File: config.mk
export PLATFORM = sky130hd
export DESIGN_NAME = fault_blink_code_indicator_unit
export DESIGN_NICKNAME = d
export VERILOG_FILES = /design/src/sv/fbci_pkg.sv /design/src/sv/fault_blink_code_indicator_unit.sv
export VERILOG_INCLUDE_DIRS = /design/src /design/src/sv
export SDC_FILE = /design/constraint.sdc
export NUM_CORES = 1
export LEC_CHECK = 0
export ABC_AREA = 1
export BUFFER_PORTS_ARGS = -buffer_cell sky130_fd_sc_hd__clkbuf_2
export CAP_MARGIN = 30
export CORE_ASPECT_RATIO = 1.2
export CORE_MARGIN = 5
export CORE_UTILIZATION = 31
export DETAILED_ROUTE_END_ITERATION = 7
export GPL_TIMING_DRIVEN = 0
export PLACE_DENSITY = 0.58
export SLEW_MARGIN = 20
export SYNTH_ARGS = -nofsm -noshare
export SYNTH_HDL_FRONTEND = slang
export SYNTH_SLANG_ARGS = --single-unit
File: constraint.sdc
create_clock -name clock -period 5.2 [get_ports clock]
set_input_delay 0.78 -clock clock [delete_from_list [all_inputs] [get_ports clock]]
set_output_delay 0.78 -clock clock [all_outputs]
set_load 0.1 [all_outputs]
File: src/sv/fault_blink_code_indicator_unit_assert.svh
// Assertion macros shared by the fault blink-code indicator RTL.
`ifndef FAULT_BLINK_CODE_INDICATOR_UNIT_ASSERT_SVH
`define FAULT_BLINK_CODE_INDICATOR_UNIT_ASSERT_SVH

// Checks that the consequent holds in the same cycle as the antecedent.
`define FBCI_ASSERT_NOW(label, clk, rst, ante, cons, msg) \
   label: assert property (@(posedge clk) disable iff (rst) (ante) |-> (cons)) \
      else $error(msg);

// Checks that the consequent holds in the cycle after the antecedent.
`define FBCI_ASSERT_NEXT(label, clk, rst, ante, cons, msg) \
   label: assert property (@(posedge clk) disable iff (rst) (ante) |=> (cons)) \
      else $error(msg);

`endif

File: src/sv/fbci_pkg.sv
// Package with the constants and register indexes of the fault blink-code indicator.
package fbci_pkg;

   localparam int unsigned CountWidth = 8;
   localparam int unsigned CsrIndexWidth = 2;
   localparam int unsigned CodeWidth = 4;
   localparam int unsigned TargetWidth = 5;
   localparam int unsigned ReqDataWidth = 8;
   localparam int unsigned RspDataWidth = 8;

   localparam logic [CsrIndexWidth-1:0] CsrErrorTickDivide = 2'd0;
   localparam logic [CsrIndexWidth-1:0] CsrIdleToggleTicks = 2'd1;
   localparam logic [CsrIndexWidth-1:0] CsrPauseUnits = 2'd2;

   localparam logic [CountWidth-1:0] ErrorTickDivideReset = 8'd20;
   localparam logic [CountWidth-1:0] IdleToggleTicksReset = 8'd50;
   localparam logic [CountWidth-1:0] PauseUnitsReset = 8'd10;

   localparam logic [CodeWidth-1:0] CodeNoFault = 4'd0;
   localparam logic [CodeWidth-1:0] CodeFirstNamed = 4'd1;
   localparam logic [CodeWidth-1:0] CodeLastNamed = 4'd12;
   localparam logic [TargetWidth-1:0] TargetMax = 5'd24;

endpackage

File: src/sv/fault_blink_code_indicator_unit.sv
// Top level of the fault blink-code indicator: tick stream in, led and fg levels out.
// Each accepted tick transfer produces one result transfer holding the led and fg levels
// after that tick. The tick is evaluated in a single pass and its result is registered in
// the output register on acceptance; a new tick is taken in every cycle in which the output
// register is empty or its result is being taken, so the block sustains one tick per clock.
// Configuration writes through the csr port take effect at the clock edge of the write.
`include "fault_blink_code_indicator_unit_assert.svh"

module fault_blink_code_indicator_unit (
   input  logic                                clock,
   input  logic                                reset,
   input  logic                                csr_we,
   input  logic [fbci_pkg::CsrIndexWidth-1:0]  csr_index,
   input  logic [fbci_pkg::CountWidth-1:0]     csr_wdata,
   input  logic                                req_tvalid,
   output logic                                req_tready,
   // Bit 0 is motor_running, bits 4:1 are fault_code; the user drives bits 7:5 zero, the block ignores them.
   input  logic [fbci_pkg::ReqDataWidth-1:0]   req_tdata,
   output logic                                rsp_tvalid,
   input  logic                                rsp_tready,
   // Bit 0 is led_level, bit 1 is fg_level, bits 7:2 are zero.
   output logic [fbci_pkg::RspDataWidth-1:0]   rsp_tdata
);

   logic [fbci_pkg::CountWidth-1:0] divide_ff;
   logic [fbci_pkg::CountWidth-1:0] idle_ticks_ff;
   logic [fbci_pkg::CountWidth-1:0] pause_ff;

   logic                               led_ff, led_in;
   logic                               fg_ff, fg_in;
   logic [fbci_pkg::CountWidth-1:0]    prescale_ff, prescale_in;
   logic [fbci_pkg::TargetWidth-1:0]   target_ff, target_in;
   logic [fbci_pkg::CountWidth-1:0]    phase_ff, phase_in;
   logic                               pause_phase_ff, pause_phase_in;
   logic [fbci_pkg::CountWidth-1:0]    idle_ff, idle_in;
   logic                               rsp_valid_ff;

   logic                               req_accept;
   logic                               running;
   logic [fbci_pkg::CodeWidth-1:0]     code;
   logic                               fire;
   logic [fbci_pkg::CountWidth:0]      phase_next;
   logic [fbci_pkg::CountWidth:0]      idle_next;

   assign running = req_tdata[0];
   assign code = req_tdata[fbci_pkg::CodeWidth:1];
   assign req_tready = !rsp_valid_ff || rsp_tready;
   assign req_accept = req_tvalid && req_tready;
   assign fire = (code != fbci_pkg::CodeNoFault) && (prescale_ff >= divide_ff);
   assign phase_next = {1'b0, phase_ff} + 1'b1;
   assign idle_next = {1'b0, idle_ff} + 1'b1;

   always_comb begin
      led_in = led_ff;
      fg_in = fg_ff;
      prescale_in = prescale_ff;
      target_in = target_ff;
      phase_in = phase_ff;
      pause_phase_in = pause_phase_ff;
      idle_in = idle_ff;
      if (code != fbci_pkg::CodeNoFault) begin
         if (!fire) begin
            prescale_in = prescale_ff + 1'b1;
         end else begin
            prescale_in = '0;
            if (code inside {[fbci_pkg::CodeFirstNamed : fbci_pkg::CodeLastNamed]}) begin
               target_in = {code, 1'b0};
            end
            if (!pause_phase_ff) begin
               led_in = !led_ff;
               fg_in = !fg_ff;
               if (phase_next >= {{(fbci_pkg::CountWidth + 1 - fbci_pkg::TargetWidth){1'b0}},
                                  target_in}) begin
                  phase_in = '0;
                  pause_phase_in = 1'b1;
               end else begin
                  phase_in = phase_next[fbci_pkg::CountWidth-1:0];
               end
            end else begin
               led_in = 1'b0;
               fg_in = 1'b1;
               if (phase_next >= {1'b0, pause_ff}) begin
                  phase_in = '0;
                  pause_phase_in = 1'b0;
               end else begin
                  phase_in = phase_next[fbci_pkg::CountWidth-1:0];
               end
            end
         end
      end else if (running) begin
         led_in = 1'b1;
      end else begin
         if (idle_next >= {1'b0, idle_ticks_ff}) begin
            idle_in = '0;
            led_in = !led_ff;
         end else begin
            idle_in = idle_next[fbci_pkg::CountWidth-1:0];
         end
         fg_in = 1'b0;
      end
   end

   always_ff @(posedge clock) begin
      if (reset) begin
         divide_ff <= fbci_pkg::ErrorTickDivideReset;
         idle_ticks_ff <= fbci_pkg::IdleToggleTicksReset;
         pause_ff <= fbci_pkg::PauseUnitsReset;
      end else if (csr_we) begin
         case (csr_index)
            fbci_pkg::CsrErrorTickDivide: divide_ff <= csr_wdata;
            fbci_pkg::CsrIdleToggleTicks: idle_ticks_ff <= csr_wdata;
            fbci_pkg::CsrPauseUnits: pause_ff <= csr_wdata;
            default: ;
         endcase
      end
   end

   always_ff @(posedge clock) begin
      if (reset) begin
         led_ff <= 1'b0;
         fg_ff <= 1'b0;
         prescale_ff <= '0;
         target_ff <= '0;
         phase_ff <= '0;
         pause_phase_ff <= 1'b0;
         idle_ff <= '0;
         rsp_valid_ff <= 1'b0;
      end else begin
         if (req_accept) begin
            led_ff <= led_in;
            fg_ff <= fg_in;
            prescale_ff <= prescale_in;
            target_ff <= target_in;
            phase_ff <= phase_in;
            pause_phase_ff <= pause_phase_in;
            idle_ff <= idle_in;
            rsp_valid_ff <= 1'b1;
         end else if (rsp_tready) begin
            rsp_valid_ff <= 1'b0;
         end
      end
   end

   assign rsp_tvalid = rsp_valid_ff;
   assign rsp_tdata = {{(fbci_pkg::RspDataWidth - 2){1'b0}}, fg_ff, led_ff};

   `FBCI_ASSERT_NOW(a_target_even, clock, reset, 1'b1,
      !target_ff[0] && target_ff <= fbci_pkg::TargetMax, "pulse target is odd or too large")
   `FBCI_ASSERT_NEXT(a_pause_levels, clock, reset, req_accept && fire && pause_phase_ff,
      rsp_tvalid && !rsp_tdata[0] && rsp_tdata[1], "pause unit did not drive led low and fg high")
   `FBCI_ASSERT_NEXT(a_running_led, clock, reset,
      req_accept && running && code == fbci_pkg::CodeNoFault,
      rsp_tvalid && rsp_tdata[0], "running without fault did not drive led high")
   `FBCI_ASSERT_NEXT(a_idle_fg, clock, reset,
      req_accept && !running && code == fbci_pkg::CodeNoFault,
      rsp_tvalid && !rsp_tdata[1], "stopped without fault did not drive fg low")
   `FBCI_ASSERT_NEXT(a_fault_keeps_idle, clock, reset,
      req_accept && code != fbci_pkg::CodeNoFault,
      idle_ff == $past(idle_ff), "idle counter moved during a fault tick")

endmodule
# --- Yosys cells after proc, flatten, opt, wreduce, memory -nomap -nowiden ---
# Cells that the tools add are included.
word_totals:
  out_inout_bits: 10
  in_bits: 23
  reg_bits: 57
  wordCells: 67
classes:
  bitwise_logic: 2
  mux: 22
  n_eq_ne: 4
  add_sub_neg: 3
  n_reduce_logical: 19
  n_lt_le_gt_ge: 6
op_table:
  columns: ["cell", "n"]
  rows:
  - ["$mux 8", 5]
  - ["$add 8x1->9 const B", 2]
  - ["$ge 9x8->1", 2]
  - ["$mux 5", 3]
  - ["$mux 1", 14]
  - ["$reduce_and 3->1", 4]
  - ["$ge 9x5->1", 1]
  - ["$add 8x1->8 const B", 1]
  - ["$ge 8x8->1", 1]
  - ["$reduce_and 2->1", 4]
  - ["$ge 4x1->1 const B", 1]
  - ["$le 4x4->1 const B", 1]
  - ["$reduce_bool 4->1", 1]
  - ["$logic_and 1x1->1", 3]
  - ["$logic_not 1->1", 3]
  - ["$reduce_bool 3->1", 1]
  - ["$eq 2x1->1 const B", 1]
  - ["$eq 2x2->1 const B", 1]
  - ["$logic_not 2->1", 1]
  - ["$ne 2x1->1 const B", 1]
  - ["$ne 2x2->1 const B", 1]
  - ["$not 1->1", 2]
  - ["$reduce_bool 2->1", 1]
  - ["$logic_or 1x1->1", 1]

# --- Logic depth before layout (Yosys ltp) ---
# Gate-level depths: netlist of run 1.
logic_depth:
  word_depth: 8
  mapped_depth: 16
  ltp_nobuf: 16

# --- Worst setup path after synthesis of run 1 ---
# No wires, ideal clock.
synth_path:
  path_type: "input port to flip-flop"
  startpoint: "input port req_tdata[1] in the netlist's numbering"
  endpoint: "register phase_ff[0] in the netlist's numbering"
  n_path_buf: 0
  arrival_time_ns: 2.670
  setup_ns: 0.070
  slack_ns: 2.460
  stages: 15
  t_required_ns: 5.130
  path_cell_list: "or2_1 -> nand3_1 -> nand2_4 -> or2_2 -> o21ai_1 -> ha_1 -> a21oi_1 -> o21ai_0 -> nand2_1 -> nand3_1 -> nand2_1 -> nand2_1 -> nand2_1 -> nand3_1 -> a21oi_1"
synth_between:
  elab_chain_len: 8
  elab_cells_between_ends: 12
  classes_between: "3 x order compare; 5 x mux; 4 x reduce/logical"
synth_rtl:
  columns: ["item", "line_no", "text"]
  rows:
  - ["start: declaration", "fault_blink_code_indicator_unit.sv:18", "input logic [fbci_pkg::ReqDataWidth-1:0] req_tdata,"]
  - ["$ge 4x1->1 / $le 4x4->1 (equally long branches)", "fault_blink_code_indicator_unit.sv:66", "if (code inside {[fbci_pkg::CodeFirstNamed : fbci_pkg::CodeLastNamed]}) begin"]
  - ["$logic_and 1x1->1", "fault_blink_code_indicator_unit.sv:66", null]
  - ["$mux 5", "fault_blink_code_indicator_unit.sv:66", null]
  - ["$mux 5", "fault_blink_code_indicator_unit.sv:62", "if (!fire) begin"]
  - ["$mux 5", "fault_blink_code_indicator_unit.sv:61", "if (code != fbci_pkg::CodeNoFault) begin"]
  - ["$ge 9x5->1", "fault_blink_code_indicator_unit.sv:72", "if (phase_next >= {{(fbci_pkg::CountWidth + 1 - fbci_pkg::TargetWidth){1'b0}},"]
  - ["$mux 8", "fault_blink_code_indicator_unit.sv:72", null]
  - ["$mux 8", "fault_blink_code_indicator_unit.sv:69", "if (!pause_phase_ff) begin"]
  - ["end signal: assignment", "fault_blink_code_indicator_unit.sv:134", "phase_ff <= phase_in;"]
  - ["end: declaration", "fault_blink_code_indicator_unit.sv:33", "logic [fbci_pkg::CountWidth-1:0] phase_ff, phase_in;"]
# Several ways; a longest one is shown, not always the timed one. The select of a mux whose other input is x is not followed.
# A chain may end at the register's enable or synchronous reset.

# --- Worst setup path in the final report of run 1 ---
# Same ends and word-level chain as after synthesis.

==> metrics.yaml, run 1 <==
status: "finished clean"
sw_frac_of_total_pct: 25.9
synth_top_area_cell: "dfxtp_1"
hold_viol_final: 0
drt_wl_total_mm: 7.93
gp_congestion: 0.823
power.density_nw_per_um2: 274
avgRoutedWirePerCell_um: 12.3
sequentialPowerShare_pct: 41.6
clock_latency_ns: 0.33
finalCriticalPeriod_ns: 2.76
post_cts_buffers: 0
final_nets: 566
worstSetupPathType: "primary input to register"
fin_setup_tns_ns: 0
internal-power_mw: 0.812
grt_max_degree: 11
die_y_um: 126
hold_depth: 2
antenna_left: 0
cap_violations: 0
holdPathEnd: "target_ff[4]"
cpPeakStageDelay_ns: 0.30
drc: 0
syn2layout_area_growth_pct: 15.8
htree_levels: 3
rows: 42
drv_slew: 0
antenna_cells: 0
multiInputGateArea_um2: 1960
track_usage_pct: 12.9
ys_ff_latch: 57
pin_count: 33
fillers: 1144
antenna_found_initial: 0
yosysWarnings: 0
ff2ff_setup_slack_ns: 2.69
synth_area_leaders: "dfxtp_1 33%, ha_1 12%, nand2_1 10%"
setup_ws_ns: 2.44
timing.final.crit_share_pct: 53.2
r2r_cells: 15
cts-resized-gates: 0
die_w_um: 106
min-delay-start: "target_ff[4]"
relSlewSlack_pct: 60.1
netlist_area_um2: 3450
via_per_inst: 4.74
fin_skew_ns: 0.00610
drt_iter0_drc: 131
yosysUniqueCellTypes: 37
cts_num_sinks: 57
peakVddDrop_uv: 166
dieArea_um2: 13400
grt_setup_unrepaired: "no"
crit_chain: "clkbuf_2, or2_1, nand3_1, nand2_4, or2_2, o21ai_1, ha_1, a21oi_1, o21ai_0, nand2_1, nand3_1, nand2_1, nand2_1, nand2_1, nand3_1, a21oi_1"
core-area_um2: 11000
initial_core_util_pct: 31.4
grt_pass1_vias: 3046
hold_class: "register to register"
r2r-end: "phase_ff[0]"
numCtsBuffers: 9
clockBufferDepth: 2
syn_avg_cell_area_um2: 7.30
cts-root-buf: "clkbuf_16"
seq_area_frac_synth_pct: 33.1
async_flop_share_pct: 0
worst_setup_path_start_kind: "primary input"
overflow: 0
whs_ns: 0.457
yosysMostFrequentCell: "nand2_1"
finalSetupViolCount: 0
synth_top_area_share_pct: 33.1
max_freq_ghz: 0.362
netSwitchingPower_mw: 0.283
dr.pass1.iters: 4
path_clk_slew_ns: 0.05
drive_gt1_share_pct: 14.0
hpwl_mm: 6.37
place_ws_ns: 2.10
hold_buffers: 0
synthCells: 473
grt_pass1_wl_mm: 13.7
cp_slowest_cell: "or2_1"
vias: 3059
critPathMaxFanout: 7
tightest_slew_ns: 0.599
r2r-start: "phase_ff[0]"
final-seq-area_um2: 1140
p_leak_nw: 1.89
cts_tree: "done"
endpoint_kind: "register"
numPortBuffers: 22
synth_top_cells_by_count: "93 x nand2_1, 64 x inv_1, 57 x dfxtp_1"
yosys_most_used_dff: "dfxtp_1"
p_clk_share_pct: 47.0
cp.required_ns: 5.46
crit_arrival_ns: 3.02
combPwrFrac_pct: 11.4
cp_common_cell: "nand2_1"
synth_edf_count: 0
-- sequential cells by signal, summed over array words and instances (netlist names), 5 cells and up --
register       flops
phase_ff           8
prescale_ff        8
idle_ff            8
divide_ff          8
idle_ticks_ff      8
pause_ff           8
target_ff          5
-- metal layers --
layer	GRT usage, %	part of all wire, %	vias up
li1	-	-	1605
met1	14.2	43	1421
met2	23.6	52	23
met3	2.58	2.3	10
met4	5.79	1.8	0
met5	0	0	-
-- layout make-up --
cell class / count / area share (%)
Inverter: 74 / 7.01
Timing Repair Buffer: 22 / 2.76
Buffer: 15 / 2.19
Multi-Input combinational cell: 332 / 49.1
Sequential cell: 57 / 28.6
Tap cell: 132 / 4.13
Clock inverter: 1 / 0.125
Clock buffer: 12 / 6.17
-- power by group through the flow --
stage	Clock [mW]	Sequential, mW	Combinational [mW]
floorplan	0	0.467	0.0914
global placement	0	0.464	0.123
detailed placement	0	0.464	0.126
CTS	0.534	0.455	0.127
global route	0.550	0.456	0.140
finish	0.514	0.455	0.125
-- cell families after synthesis --
logic type	Yosys count	synth area share, %
xor+xnor	15	3.81
other cells	1	0.109
buf+inv	89	10.7
flops	57	33.1
simple gates	194	26.8
fa+ha+maj	32	11.6
compound gates	85	14.0
-- placed cells by master (no fill, tap or decap), types with 2 or more instances in the layout --
cell type,n
clkbuf_16,9
or2_2,2
o21bai_1,2
inv_2,7
inv_1,64
nor3_1,7
clkbuf_2,22
a211oi_1,2
nand2_1,93
a21o_1,3
nor2_1,38
o21a_1,2
o21ai_0,19
xnor2_1,4
conb_1,6
o21ai_1,5
nor3_2,2
clkinv_1,2
ha_1,32
nor2_8,2
buf_4,8
nand3_1,21
a21oi_1,41
nand4_1,14
dfxtp_1,57
xor2_1,11
o211ai_1,9
nor2_4,3
nand2_4,2
nor2_2,3
nand2_2,4
clkbuf_1,8
-- through the flow --
stage,instances,util (%),area (um^2),power [mW]
after global routing,645,36.4,4000,1.15
final,645,36.4,4000,1.09
after floorplan,478,-,3470,0.558
after CTS,645,36.4,4000,1.12
after detailed placement,632,34.1,3740,0.590
after global placement,632,34.1,3740,0.587
-- worst max-delay path by stage --
stage	startpoint	endpoint	slack, ns	cells past startpoint
floorplan	req_tdata[1]	phase_ff[0]	2.46	15
global placement	req_tdata[1]	phase_ff[0]	2.15	16
detailed placement	req_tdata[1]	phase_ff[0]	2.10	16
CTS	req_tdata[1]	phase_ff[0]	2.44	16
global route	req_tdata[1]	phase_ff[0]	2.14	16
finish	req_tdata[1]	phase_ff[0]	2.44	16
-- worst max-delay path, delay by kind of cell --
kind            cells  cell delay [ns]
simple gates       10             1.37
fa+ha+maj           1             0.29
compound gates      4             0.48
buf+inv             1             0.09
No activity file was read; power rests on OpenSTA's default activity.
==> run 2: changes to the inputs <==
==> constraint.sdc (replaced) <==
create_clock -name clock -period 2.8 [get_ports clock]
set_input_delay 0.42 -clock clock [delete_from_list [all_inputs] [get_ports clock]]
set_output_delay 0.42 -clock clock [all_outputs]
set_load 0.1 [all_outputs]
==> run 2 against run 1 <==
  * Register-to-register slack worse by 2.4 ns
  * Final cell count unchanged
  * First-iteration DRC count down 3.8%
  * Clock skew about the same
  * Combinational power up 86%
  * Critical endpoint is now idle_ff[2]
==> metrics.yaml, run 2 (same netlist as run 1, synthesis figures left out) <==
cp_slowest_cell: "dfxtp_1"
post_cts_buffers: 0  # unchanged
crit_arrival_ns: 2.72  # -0.30 ns
drive_gt1_share_pct: 14.2  # +0.19 points
worst_setup_path_start_kind: "register"
grt_pass1_wl_mm: 13.7  # unchanged
grt_max_degree: 11  # unchanged
vias: 3059  # unchanged
hold_buffers: 0  # unchanged
rows: 42  # unchanged
path_buf_inv: 1  # unchanged
finalCriticalPeriod_ns: 2.47
dr.pass1.iters: 4  # unchanged
numPortBuffers: 22  # unchanged
grt_setup_unrepaired: "no"
fin_setup_tns_ns: 0  # unchanged
track_usage_pct: 12.9  # unchanged
p_leak_nw: 1.89  # about the same
clockBufferDepth: 2  # unchanged
fin_util_pct: 36.4  # about the same
final_nets: 566  # unchanged
overflow: 0  # unchanged
hold_class: "primary input to register"
cpPeakStageDelay_ns: 0.37  # +0.07 ns
hpwl_mm: 6.37  # unchanged
cap_violations: 0  # unchanged
cp.required_ns: 3.04  # -2.42 ns
cts_tree: "done"
drt_wl_total_mm: 7.94  # about the same
dieArea_um2: 13400  # unchanged
critPathMaxFanout: 8  # +1
path_clk_slew_ns: 0.05  # about the same
place_inst: 632  # unchanged
final_common_cell: "nand2_1"
endpoint_kind: "register"
power_mw: 2.03  # +86%
initial_core_util_pct: 31.4  # unchanged
numCtsBuffers: 9  # unchanged
layout_common_cells: "93 x nand2_1, 64 x inv_1, 56 x dfxtp_1, 41 x a21oi_1, 38 x nor2_1"
hold_viol_final: 0  # unchanged
clock_latency_ns: 0.33  # about the same
avgRoutedWirePerCell_um: 12.3  # about the same
whs_ns: 0.368  # -0.0885 ns
peakVddDrop_uv: 309  # +86%
drt_iter0_drc: 126  # -3.8%
antenna_cells: 0  # unchanged
cts_num_sinks: 57  # unchanged
fin_cells: 645  # unchanged
die_w_um: 106  # unchanged
die_y_um: 126  # unchanged
max_freq_ghz: 0.405
critPathTopFamily: "simple AND/OR/NAND/NOR gates"
htree_levels: 3  # unchanged
antenna_found_initial: 0  # unchanged
pin_count: 33  # unchanged
cts-root-buf: "clkbuf_16"
crit_chain: "ha_1, nand2_1, nor2_2, nand3_1, xor2_1, inv_1, ha_1, a21oi_1, o211ai_1, nor2_4, nand3_4, nor2_8, nand2_1, a21oi_1"
drc: 0  # unchanged
fin_skew_ns: 0.00610  # -0.00000111 ns
gp_congestion: 0.823  # unchanged
worstSetupPathType: "register to register"
antenna_left: 0  # unchanged
relSlewSlack_pct: 60.2  # +0.19 points
core-area_um2: 11000  # unchanged
grt_pass1_vias: 3046  # unchanged
timing.final.crit_share_pct: 88.3
syn2layout_area_growth_pct: 15.8  # about the same
tightest_slew_ns: 0.596  # -0.00289 ns
drv_slew: 0  # unchanged
via_per_inst: 4.74  # unchanged
finalSetupViolCount: 0  # unchanged
power.density_nw_per_um2: 508  # +85%
status: "finished clean"
==> run 2: cell counts in the layout (fill, tap and decap cells not counted) <==
No cell type changed its count.
==> run 2: cell type report <==
| type | count | area [um^2] |
|---|---|---|
| clock inverters | 1 | 5.00 |
| fillers | 1146 | 6990 |
| flip-flops and latches | 57 | 1140 |
| plain buffers | 15 | 87.6 |
| inverters | 74 | 280 |
| repair buffers | 22 | 110 |
| well taps | 132 | 165 |
| multi-input cells | 332 | 1960 |
| clock buffers | 12 | 246 |
==> run 2: path summary, 6_finish.rpt <==
| check | slack (ns) | cells past startpoint | from | to |
|---|---|---|---|---|
| hold / removal | 0.37 | 3 | csr_wdata[3] | pause_ff[3] |
| setup / recovery | 0.33 | 14 | idle_ff[0] | idle_ff[2] |
| hold reg to reg | 0.46 | 2 | target_ff[4] | target_ff[4] |
| setup reg to reg | 0.33 | 14 | idle_ff[0] | idle_ff[2] |
==> run 2: where the power goes <==
group	internal (mW)	switching [mW]	leakage [nW]	total [mW]
registers	0.836	0.00965	0.464	0.846
clock network	0.604	0.349	0.124	0.953
logic	0.0670	0.166	1.30	0.233
total	1.51	0.524	1.89	2.03
==> run 2: repair_timing <==
| action | in CTS | in global routing |
|---|---|---|
| setup endpoints to repair | 0 | 2 |
| hold endpoints to repair | 0 | 0 |
| resized for setup | 0 | 1 |
==> run 2: stage by stage <==
| stage | cell area, um^2 | setup slack (ns) |
|---|---|---|
| floorplan | 3470 | 0.0938 |
| global placement | 3740 | 0.106 |
| detailed placement | 3740 | 0.0557 |
| CTS | 4000 | 0.263 |
| global route | 4000 | 0.0190 |
| finish | 4000 | 0.328 |
==> run 2: worst reg2reg max path, cell delays in order, from the launching register on <==
cell	delay, ns
dfxtp_1	0.37
ha_1	0.21
nand2_1	0.07
nor2_2	0.17
nand3_1	0.11
xor2_1	0.14
inv_1	0.07
ha_1	0.31
a21oi_1	0.19
o211ai_1	0.15
nor2_4	0.16
nand3_4	0.10
nor2_8	0.15
nand2_1	0.07
a21oi_1	0.13
==> run 2: routing by layer <==
layer	routed length (um)	GRT usage, %
met1	3450	14.2
met2	4150	23.6
met3	188	2.58
met4	149	5.79
met5	0	0
